<file path="config.mk">
export PLATFORM = sky130hd
export DESIGN_NAME = fsc_ram
export DESIGN_NICKNAME = d
export VERILOG_FILES = /design/src/frustum_sphere_cull_unit_defines.svh /design/src/fsc_ram.sv
export SDC_FILE = /design/constraint.sdc
export NUM_CORES = 1
export LEC_CHECK = 0
export BUFFER_PORTS_ARGS = -buffer_cell sky130_fd_sc_hd__buf_2
export CAP_MARGIN = 5
export CORE_MARGIN = 4
export CORE_UTILIZATION = 50
export CTS_BUF_LIST = sky130_fd_sc_hd__clkbuf_4
export DETAILED_ROUTE_END_ITERATION = 12
export PLACE_DENSITY = 0.7
export SETUP_SLACK_MARGIN = 0.4
export SLEW_MARGIN = 25
export SYNTH_ARGS = -nofsm -noshare
export SYNTH_HDL_FRONTEND = slang
export SYNTH_SLANG_ARGS = --single-unit
</file>
<file path="constraint.sdc">
create_clock -name clk -period 4.2 [get_ports clk]
set_input_delay 1.05 -clock clk [delete_from_list [all_inputs] [get_ports clk]]
set_output_delay 1.05 -clock clk [all_outputs]
set_load 0.01 [all_outputs]
</file>
<file path="src/frustum_sphere_cull_unit_defines.svh">
// Assertion macros for the frustum sphere cull unit.
// Used by frustum_sphere_cull_unit.sv; expects clk and rst_n in scope.
`ifndef FRUSTUM_SPHERE_CULL_UNIT_DEFINES_SVH
`define FRUSTUM_SPHERE_CULL_UNIT_DEFINES_SVH

// same-cycle implication, disabled during reset
`define FSC_ASSERT_NOW(lbl, ante, cons, msg) \
  lbl: assert property (@(posedge clk) disable iff (!rst_n) (ante) |-> (cons)) \
    else $error(msg);

// next-cycle implication, disabled during reset
`define FSC_ASSERT_NEXT(lbl, ante, cons, msg) \
  lbl: assert property (@(posedge clk) disable iff (!rst_n) (ante) |=> (cons)) \
    else $error(msg);

`endif

</file>
<file path="src/fsc_ram.sv">
// Generic RAM: one write port, two registered read ports.
// No dependencies.
`default_nettype none
module fsc_ram #(
  parameter int WIDTH = 32,
  parameter int DEPTH = 16
) (
  input  wire logic                     clk,
  input  wire logic                     we,
  input  wire logic [$clog2(DEPTH)-1:0] waddr,
  input  wire logic [WIDTH-1:0]         wdata,
  input  wire logic [$clog2(DEPTH)-1:0] raddr_a,
  input  wire logic [$clog2(DEPTH)-1:0] raddr_b,
  output logic      [WIDTH-1:0]         rdata_a,
  output logic      [WIDTH-1:0]         rdata_b
);
  logic [WIDTH-1:0] mem [DEPTH];

  always_ff @(posedge clk) begin
    if (we) begin
      mem[waddr] <= wdata;
    end
    rdata_a <= mem[raddr_a];
    rdata_b <= mem[raddr_b];
  end
endmodule
`default_nettype wire

</file>
==> metrics.log <==
[metrics] status: complete, no violations
[metrics] DR vias: 13099
[metrics] MaxCap Viol Count: 0
[metrics] remaining antenna violation count after routing: 0
[metrics] detailed router's first-iteration violation count: 1347
[metrics] Internal Power: 9.56 mW
[metrics] Power Total: 12.4 mW
[metrics] maximum count of clock buffers along a single path: 3
[metrics] share of post-route cells with drive strength above 1: 46.4%
[metrics] FMAX: 378 MHz
[metrics] kind of end point of the critical path: output port
[metrics] Synth-to-Final Area Change: 15.0%
[metrics] latest clock arrival within the worst-skew pair: 0.98 ns
[metrics] worst path bufs/invs: 1
[metrics] Post-CTS Resized: 0
[metrics] worst-path cell with the longest stage delay: sky130_fd_sc_hd__dfxtp_1
[metrics] critical path required time: 3.15 ns
[metrics] Syn Std Cell Area: 0.0242 mm²
[metrics] Detailed Routing Iterations Pass 1: 5
[metrics] cells along the critical path: buf_2
[metrics] endpoints failing hold: 0
[metrics] Non-Filler Instances: 2095
[metrics] routability-driven placement congestion ratio: 0.753
[metrics] global-route wire length before repair: 88.3 mm
[metrics] #FFs+latches synth: 576
[metrics] number of I/O pins: 110
[metrics] number of flops mapped to enable cells by yosys: 512
[metrics] effective utilization at floorplan: 50.7%
[metrics] die outline height: 228 µm
[metrics] clock tree from TritonCTS: built
[metrics] total of endpoints with negative setup slack in the final report: 0
[metrics] Yosys top cell area share: 63.6%
[metrics] wirelength, routed: 59.0 mm
[metrics] level count of the clock H-tree: 4
[metrics] setup repair after global routing missed its margin: false
[metrics] final worst path period need: 2.65 ns
[metrics] total global-route track usage: 23.1%
[metrics] class of the worst hold path: in2reg
[metrics] logic gate share of total power: 7.8%
[metrics] std cell rows: 80
[metrics] Static Leakage: 9.33 nW
[metrics] initial antenna violation count: 4
[metrics] leading post-synthesis cells by cell area: sky130_fd_sc_hd__edfxtp_1 (64%), sky130_fd_sc_hd__mux4_2 (24%), sky130_fd_sc_hd__dfxtp_1 (5.3%)
[metrics] relative slew slack: 48.1%
[metrics] critical path fanouts, max: 1
[metrics] clock sink count: 576
[metrics] Setup Fix Bufs, Post-CTS: 0
[metrics] remaining global-route overflow: 0
[metrics] ys async rst share: 0%
[metrics] Port Buffer Count: 109
[metrics] synth cell count leaders: sky130_fd_sc_hd__edfxtp_1 (512), sky130_fd_sc_hd__mux4_2 (256), sky130_fd_sc_hd__a22oi_1 (128)
[metrics] Net Count, Synth: 1187
[metrics] endpoint arrival time on the critical path: 1.60 ns
[metrics] maximum number of pins on one net before global-route repair: 59
[metrics] number of buffers inserted for hold repair after clock tree synthesis: 0
[metrics] residual DRC count: 0
[metrics] final number of max-transition violations: 0
[metrics] floorplan die area: 0.0520 mm²
[metrics] clock network power share: 39.9%
[metrics] Crit Path Category: reg2out
[metrics] average via count per standard cell: 6.25
[metrics] Gate Count Post-Synth: 1141
[metrics] power share of the sequential group: 52.3%
[metrics] hpwl dp: 32.3 mm
[metrics] Tightest Pin Transition: 0.778 ns
[metrics] top flip-flop cell by instance count after synthesis: sky130_fd_sc_hd__edfxtp_1
[metrics] number of distinct library cell variants in the gate-level netlist after synthesis: 17
[metrics] die outline width: 228 µm
[metrics] net switching power: 2.83 mW
[metrics] cell chosen for the clock root: sky130_fd_sc_hd__clkbuf_4
[metrics] cell type with the highest aggregate area in the netlist: sky130_fd_sc_hd__edfxtp_1
[metrics] period utilisation layout: 63.0%
[metrics] register area share after synthesis: 68.9%
[metrics] Setup crit start kind: flop
[metrics] count of yosys warnings during synthesis: 0
[metrics] Switching Fraction: 22.9%
[metrics] Core Area: 0.0477 mm²
[metrics] mean routed wirelength per cell: 28.1 µm
[metrics] number of placed cells counting well taps: 1826
[metrics] power per cell area: 446 mW/mm²
[metrics] stage delay of the slowest cell on the critical path: 0.45 ns
[metrics] Max VDD drop: 0.286 mV
[metrics] final layout net count: 1406
[metrics] clock slew at reported path FFs: 0.07 ns
[metrics] Num CTS Buffers: 147
[metrics] via count of the first global-routing pass: 14195
[metrics] cell type group with the largest total delay on the critical path: flip-flops
[metrics] Worst Skew: 0.0434 ns
[metrics] syn avg cell area: 21.2 µm²
[metrics] cell with the most instances after synthesis: sky130_fd_sc_hd__edfxtp_1
[metrics] Post-Route Setup TNS: 0 ns
sequential cells by signal, indices dropped and copies added (netlist names):
name	flops
mem	512
rdata_a	32
rdata_b	32
layer usage:
metal	vias to the layer above	share of wire [%]	global-route usage, %
met2	607	51	37.5
met4	4	1.4	6.75
met3	74	8.4	6.62
li1	5509	-	-
met1	6905	39	31.0
met5	-	0.042	0
worst register-to-register path, delay by kind of cell, from the launching register on:
| kind | cells | cell delay, ns |
|---|---|---|
| AOI/OAI and AO/OA | 1 | 0.26 |
| DFF | 1 | 0.39 |
| muxes | 1 | 0.48 |
| and+or+nand+nor | 1 | 0.14 |
final cells by class:
cell class                      count  area, µm²
Antenna cell                        6       15.0
Clock buffer                      229       1720
Multi-Input combinational cell    479       7300
Tap cell                          615        769
Fill cell                        3537      19900
Timing Repair Buffer              156       1100
Sequential cell                   576      16700
Clock inverter                     34        246
power groups by stage:
stage                     combinational (mW)  sequential, mW  clock, mW
after floorplan                        0.553            6.62          0
after global placement                 0.960            6.59          0
after detailed placement               0.971            6.60          0
after CTS                              0.973            6.48       5.07
after global routing                    1.03            6.49       5.40
final                                  0.963            6.48       4.95
path summary, 6_finish.rpt:
kind	startpoint	to	slack [ns]	cells after the start
worst max-delay path	rdata_b[6]$_DFF_P_	rdata_b[6]	1.55	1
worst min-delay path	wdata[28]	mem[6][28]$_DFFE_PP_	0.43	1
worst max register to register	mem[11][5]$_DFFE_PP_	rdata_b[5]$_DFF_P_	2.80	3
worst min register to register	mem[14][21]$_DFFE_PP_	rdata_a[21]$_DFF_P_	0.67	3
placed cells by master (no fill, tap or decap), types with 16 or more instances in the layout:
cell type                  count
sky130_fd_sc_hd__edfxtp_1    512
sky130_fd_sc_hd__a22oi_1     128
sky130_fd_sc_hd__clkinv_1     16
sky130_fd_sc_hd__nand2_1      65
sky130_fd_sc_hd__mux4_2      256
sky130_fd_sc_hd__buf_4        35
sky130_fd_sc_hd__dfxtp_1      64
sky130_fd_sc_hd__buf_2       105
sky130_fd_sc_hd__clkbuf_4    229
through the flow:
step,setup WS [ns],hold WS (ns),cell area [µm²],util (%)
finish,1.55,0.435,27800,58.2
global route,1.50,0.378,27800,58.2
CTS,1.51,0.336,27800,58.2
detailed placement,1.19,0.677,25800,54.1
global placement,1.24,0.669,25800,54.1
floorplan,0.842,0.655,24200,-
logic make-up after synthesis:
logic type,Yosys count,share of synthesized area [%]
AO/OA/AOI/OAI,128,3.97
buffers and inverters,86,1.70
flip-flops,576,68.9
multiplexers,256,23.8
AND/OR/NAND/NOR,95,1.63
(Power assumes the default switching activity.)
