`config.mk`:
```
export PLATFORM = sky130hd
export DESIGN_NAME = fsc_cell
export DESIGN_NICKNAME = d
export VERILOG_FILES = /design/src/frustum_sphere_cull_unit_defines.svh /design/src/fsc_pkg.sv /design/src/fsc_cell.sv
export SDC_FILE = /design/constraint.sdc
export NUM_CORES = 2
export LEC_CHECK = 0
export BUFFER_PORTS_ARGS = -buffer_cell sky130_fd_sc_hd__buf_2
export CELL_PAD_IN_SITES_DETAIL_PLACEMENT = 0
export CELL_PAD_IN_SITES_GLOBAL_PLACEMENT = 1
export CORE_MARGIN = 2
export CORE_UTILIZATION = 50
export CTS_CLUSTER_SIZE = 24
export DETAILED_ROUTE_END_ITERATION = 7
export PLACE_DENSITY_LB_ADDON = 0.1
export RECOVER_POWER = 25
export REMOVE_ABC_BUFFERS = 1
export SETUP_SLACK_MARGIN = 0.5
export SLEW_MARGIN = 20
export SYNTH_ARGS = -nofsm -noshare
export SYNTH_HDL_FRONTEND = slang
export SYNTH_SLANG_ARGS = --single-unit
```
`constraint.sdc`:
```
create_clock -name clk -period 12.2 [get_ports clk]
set_clock_uncertainty 0.05 [all_clocks]
set_input_delay 0.61 -clock clk [delete_from_list [all_inputs] [get_ports clk]]
set_output_delay 0.61 -clock clk [all_outputs]
set_load 0.02 [all_outputs]
```
`src/frustum_sphere_cull_unit_defines.svh`:
```
// Assertion macros for the frustum sphere cull unit.
// Used by frustum_sphere_cull_unit.sv; expects clk and rst_n in scope.
`ifndef FRUSTUM_SPHERE_CULL_UNIT_DEFINES_SVH
`define FRUSTUM_SPHERE_CULL_UNIT_DEFINES_SVH

// same-cycle implication, disabled during reset
`define FSC_ASSERT_NOW(lbl, ante, cons, msg) \
  lbl: assert property (@(posedge clk) disable iff (!rst_n) (ante) |-> (cons)) \
    else $error(msg);

// next-cycle implication, disabled during reset
`define FSC_ASSERT_NEXT(lbl, ante, cons, msg) \
  lbl: assert property (@(posedge clk) disable iff (!rst_n) (ante) |=> (cons)) \
    else $error(msg);

`endif

```
`src/fsc_pkg.sv`:
```
// Shared types and constants of the frustum sphere cull unit.
// No dependencies.
`default_nettype none
package fsc_pkg;

  localparam logic [1:0] CMD_LOAD   = 2'd0;
  localparam logic [1:0] CMD_DERIVE = 2'd1;
  localparam logic [1:0] CMD_TEST   = 2'd2;

  localparam int COEF_W    = 32;
  localparam int ACC_W     = 66;
  localparam int MAT_DEPTH = 16;

  typedef logic [3:0][COEF_W-1:0] plane_t;

  typedef struct packed {
    logic       shift;
    logic       acc_init;
    logic       acc_en;
    logic [1:0] sel;
  } cell_ctl_t;

  typedef enum logic [1:0] {S_IDLE, S_DERIVE, S_TEST} top_state_t;

  typedef enum logic [3:0] {
    D_IDLE, D_RD, D_RAW, D_SQ, D_CHK, D_SQRT, D_DIVINIT, D_DIV, D_DIVEND, D_PUSH
  } drv_state_t;

  function automatic logic [COEF_W-1:0] sat33(input logic signed [COEF_W:0] v);
    logic [COEF_W-1:0] r;
    if (v[COEF_W] != v[COEF_W-1]) begin
      r = v[COEF_W] ? {1'b1, {(COEF_W-1){1'b0}}} : {1'b0, {(COEF_W-1){1'b1}}};
    end else begin
      r = v[COEF_W-1:0];
    end
    return r;
  endfunction

endpackage
`default_nettype wire

```
`src/fsc_cell.sv`:
```
// One plane cell: holds a plane, does its sphere dot product one term a cycle,
// and ANDs its verdict into the chain. Depends on fsc_pkg.
`default_nettype none
module fsc_cell #(
  parameter int FRAC_BITS = 16
) (
  input  wire logic                clk,
  input  wire logic                rst_n,
  input  wire fsc_pkg::cell_ctl_t  ctl,
  input  wire logic signed [31:0]  op,
  input  wire logic [30:0]         rad,
  input  wire fsc_pkg::plane_t     plane_in,
  output fsc_pkg::plane_t          plane_out,
  input  wire logic                vis_in,
  output logic                     vis_out
);
  import fsc_pkg::*;

  plane_t                   coef_r;
  logic signed [63:0]       mul_r;
  logic signed [ACC_W-1:0]  acc_r;
  logic                     vis_r;
  logic signed [33:0]       base;

  // d + r, both scaled by 2^FRAC_BITS below
  assign base = {{2{coef_r[3][31]}}, coef_r[3]} + {3'b000, rad};

  always_ff @(posedge clk) begin
    if (!rst_n) begin
      coef_r <= '0;
      vis_r  <= 1'b0;
    end else begin
      if (ctl.shift) begin
        coef_r <= plane_in;
      end
      vis_r <= vis_in & ~acc_r[ACC_W-1];
    end
  end

  always_ff @(posedge clk) begin
    mul_r <= $signed(coef_r[ctl.sel]) * op;
    if (ctl.acc_init) begin
      acc_r <= {{(ACC_W-34){base[33]}}, base} <<< FRAC_BITS;
    end else if (ctl.acc_en) begin
      acc_r <= acc_r + {{(ACC_W-64){mul_r[63]}}, mul_r};
    end
  end

  assign plane_out = coef_r;
  assign vis_out   = vis_r;
endmodule
`default_nettype wire

```
==> impl_summary.log <==
INFO  metric post-route-period-util = 79.23%
INFO  metric clock_tree_from_tritoncts = built
INFO  metric highest_count_cells_in_the_layout_ignoring_fill_and_taps = 1084 x sky130_fd_sc_hd__fa_1, 1003 x sky130_fd_sc_hd__inv_1, 583 x sky130_fd_sc_hd__nand2_1, 523 x sky130_fd_sc_hd__and2_1, 289 x sky130_fd_sc_hd__buf_2
INFO  metric grt_first_pass_wirelength = roughly 230000 µm
INFO  metric grt_pass1_vias = 39770
INFO  metric setup_repair_after_global_routing_missed_its_margin = false
INFO  metric post_cts_buffers = 0
INFO  metric post_synth.cell_area_avg = between 9 and 10 µm²
INFO  metric maxCapViolCount = 2
INFO  metric drt_drc_violations_left = 0
INFO  metric async_reset_ff_share = 0%
INFO  metric clockRootBuffer = sky130_fd_sc_hd__clkbuf_16
INFO  metric setup.worst_path.class = in2reg
INFO  metric finalMaxSlewViolations = 197
INFO  metric worst-endpoint-arrival = roughly 10 ns
INFO  metric place_hpwl = 121200 µm
INFO  metric worst_path_most_repeated_cell = sky130_fd_sc_hd__fa_1
INFO  metric track_usage = 29.71%
INFO  metric placement.cell_area = roughly 53000 µm²
INFO  metric vias = around 37000
INFO  metric run_status = finished, violations left
INFO  metric ant_nets = 0
INFO  metric seq_area_frac_synth = 11.25%
INFO  metric maxClockFrequency = 103.5 MHz
INFO  metric cts_max_path_buffers = 3
INFO  metric synth.lib_cells_used.distinct = between 80 and 90
INFO  metric final_design_area_no_fill = around 54000 µm²
INFO  metric netlist_instances = about 5300
INFO  metric cts_clk_pin_slew_worst_paths = approximately 0.060 ns
INFO  metric setup_failing_eps_final = 0
INFO  metric core_footprint = 100100 µm²
INFO  metric post_layout_util = 54.13%
INFO  metric setup_tns = 0 ns
INFO  metric flow.area_growth_from_synthesis = 7.219%
INFO  metric final_common_cell = sky130_fd_sc_hd__fa_1
INFO  metric fin_nets = 6992
INFO  metric grt_max_degree = between 100 and 150
INFO  metric fin_crit = 9.666 ns
INFO  metric die_width = 322.0 µm
INFO  metric routedWlPerCell = roughly 22 µm
INFO  metric final_layout_size_suffix_gt1_share = around 8.5%
INFO  metric ys_dominant_reg_cell = sky130_fd_sc_hd__dfxtp_1
INFO  metric timing.critical_path.to_type = flop
INFO  metric placement_rows = 116
INFO  metric io_buffers = 327
INFO  metric htreeDepth = 1
INFO  metric max_slew_margin = -235.7%
INFO  metric hold_start = rst_n
INFO  metric cts_made_buffers = 29
INFO  metric startpoint_type = input pin
INFO  metric detail_route.vias_per_cell = about 5.4
INFO  metric ys_warn_count = 0
INFO  metric number_of_clock_sinks_seen_by_cts = 259
INFO  metric routed_wirelength = ~150000 µm
INFO  metric netlist_area = roughly 50000 µm²
INFO  metric drt_first_iter_violations = 2237
INFO  metric rr_startpoint = plane_out[8]
INFO  metric slowest_stage_cell_crit_path = sky130_fd_sc_hd__buf_2
INFO  metric critPathLaunch = ctl[1]
INFO  metric number_of_antenna_violations_at_the_first_check_in_global_routing = 10
INFO  metric worstMarginPinSlew = 5.036 ns
INFO  metric io_pins = about 330
INFO  metric hold_viol_final = 0
INFO  metric cts_resized = 0
INFO  metric start_util = 50.48%
INFO  metric die_area = just over 100000 µm²
INFO  metric gpl.final_weighted_congestion = 0.8911
INFO  metric die_y = 322.0 µm
INFO  metric timing.critical_path.required = 12.58 ns
INFO  metric cts_hold_repair.buffers = 0
INFO  metric failed_checks = max-capacitance violations, max-slew violations
INFO  metric clk_latency = 0.59 ns
INFO  metric min-delay-path-class = in2reg
INFO  metric grt-ovfl-total = 0
INFO  metric number_of_enable_flip_flop_cells_after_synthesis = 50
INFO  metric synth-seq-cells = 259
INFO  metric critical_path.max_stage_delay = 0.66 ns
INFO  metric worstPathMaxFanout = 28
INFO  metric drt-pass1-iter-count = 5
==> per-layer routing <==
metal,GRT usage (%),share of wire [%],vias to the layer above
met5,0,0.018,-
met4,6.231,2.2,4
met3,3.377,6.2,159
met2,50.70,49,1016
met1,40.92,43,19139
li1,-,-,16459
==> critical path, delay by kind of cell <==
family	cells	cell delay (ns)
muxes	1	0.66
and+or+nand+nor	1	0.24
AOI/OAI and AO/OA	10	2.62
xor gates and xnor gates	1	0.08
adders and majority gates	9	4.30
buffers and inverters	7	1.49
==> worst paths after layout <==
check                        to  slack (ns)  depth (start not counted)
setup / recovery      mul_r[63]        2.53                         29
hold reg to reg       acc_r[10]        0.42                          2
setup reg to reg      mul_r[63]        2.85                         26
hold / removal    plane_out[96]        0.22                          2
==> through the flow <==
| step | hold slack, ns | setup WS (ns) | std cells |
|---|---|---|---|
| 2_1_floorplan | 0.3791 | 4.001 | 5012 |
| 3_3_place_gp | 0.3925 | 2.035 | 6696 |
| 3_5_place_dp | 0.4070 | 2.009 | 6696 |
| 4_1_cts | 0.1894 | 2.562 | 6749 |
| 5_1_grt | 0.2054 | 2.070 | 6749 |
| 6_report | 0.2152 | 2.534 | 6755 |
==> cell families after synthesis <==
logic type,synth area share [%]
AO/OA/AOI/OAI,7.083
XOR/XNOR,2.754
adder cells (fa/ha/maj),49.85
buffers and inverters,9.531
flip-flops,11.25
multiplexers,4.180
AND/OR/NAND/NOR,15.35
==> registers in the layout, indices dropped and copies added (netlist names) <==
signal     cells
vis_out        1
plane_out    128
acc_r         66
mul_r         64
==> area by class of cell <==
cell class,count,area [µm²]
Sequential cell,259,5685
Timing Repair Buffer,386,2032
Tap cell,1298,1624
Clock inverter,11,138.9
Clock buffer,42,887.1
Inverter,1004,3769
Fill cell,9317,45940
Antenna cell,6,15.01
Multi-Input combinational cell,3749,40060
==> synth_stat cells, types with 63 or more instances <==
cell / n / area, µm²
sky130_fd_sc_hd__a21o_1: 73 / 548.0
sky130_fd_sc_hd__a21oi_1: 165 / 825.8
sky130_fd_sc_hd__and2_1: 523 / 3272
sky130_fd_sc_hd__clkbuf_1: 258 / 968.4
sky130_fd_sc_hd__dfxtp_1: 209 / 4184
sky130_fd_sc_hd__fa_1: 1084 / 21700
sky130_fd_sc_hd__ha_1: 280 / 3503
sky130_fd_sc_hd__inv_1: 1004 / 3769
sky130_fd_sc_hd__mux2i_1: 138 / 1381
sky130_fd_sc_hd__nand2_1: 583 / 2188
sky130_fd_sc_hd__nor2_1: 82 / 307.8
sky130_fd_sc_hd__nor2b_1: 173 / 1082
sky130_fd_sc_hd__o21ai_0: 87 / 435.4
sky130_fd_sc_hd__xnor2_1: 96 / 840.8
sky130_fd_sc_hd__xor2_1: 63 / 551.8
Power is not shown: default switching activity piles up to over one toggle a cycle in this logic, so the estimate is an artifact.
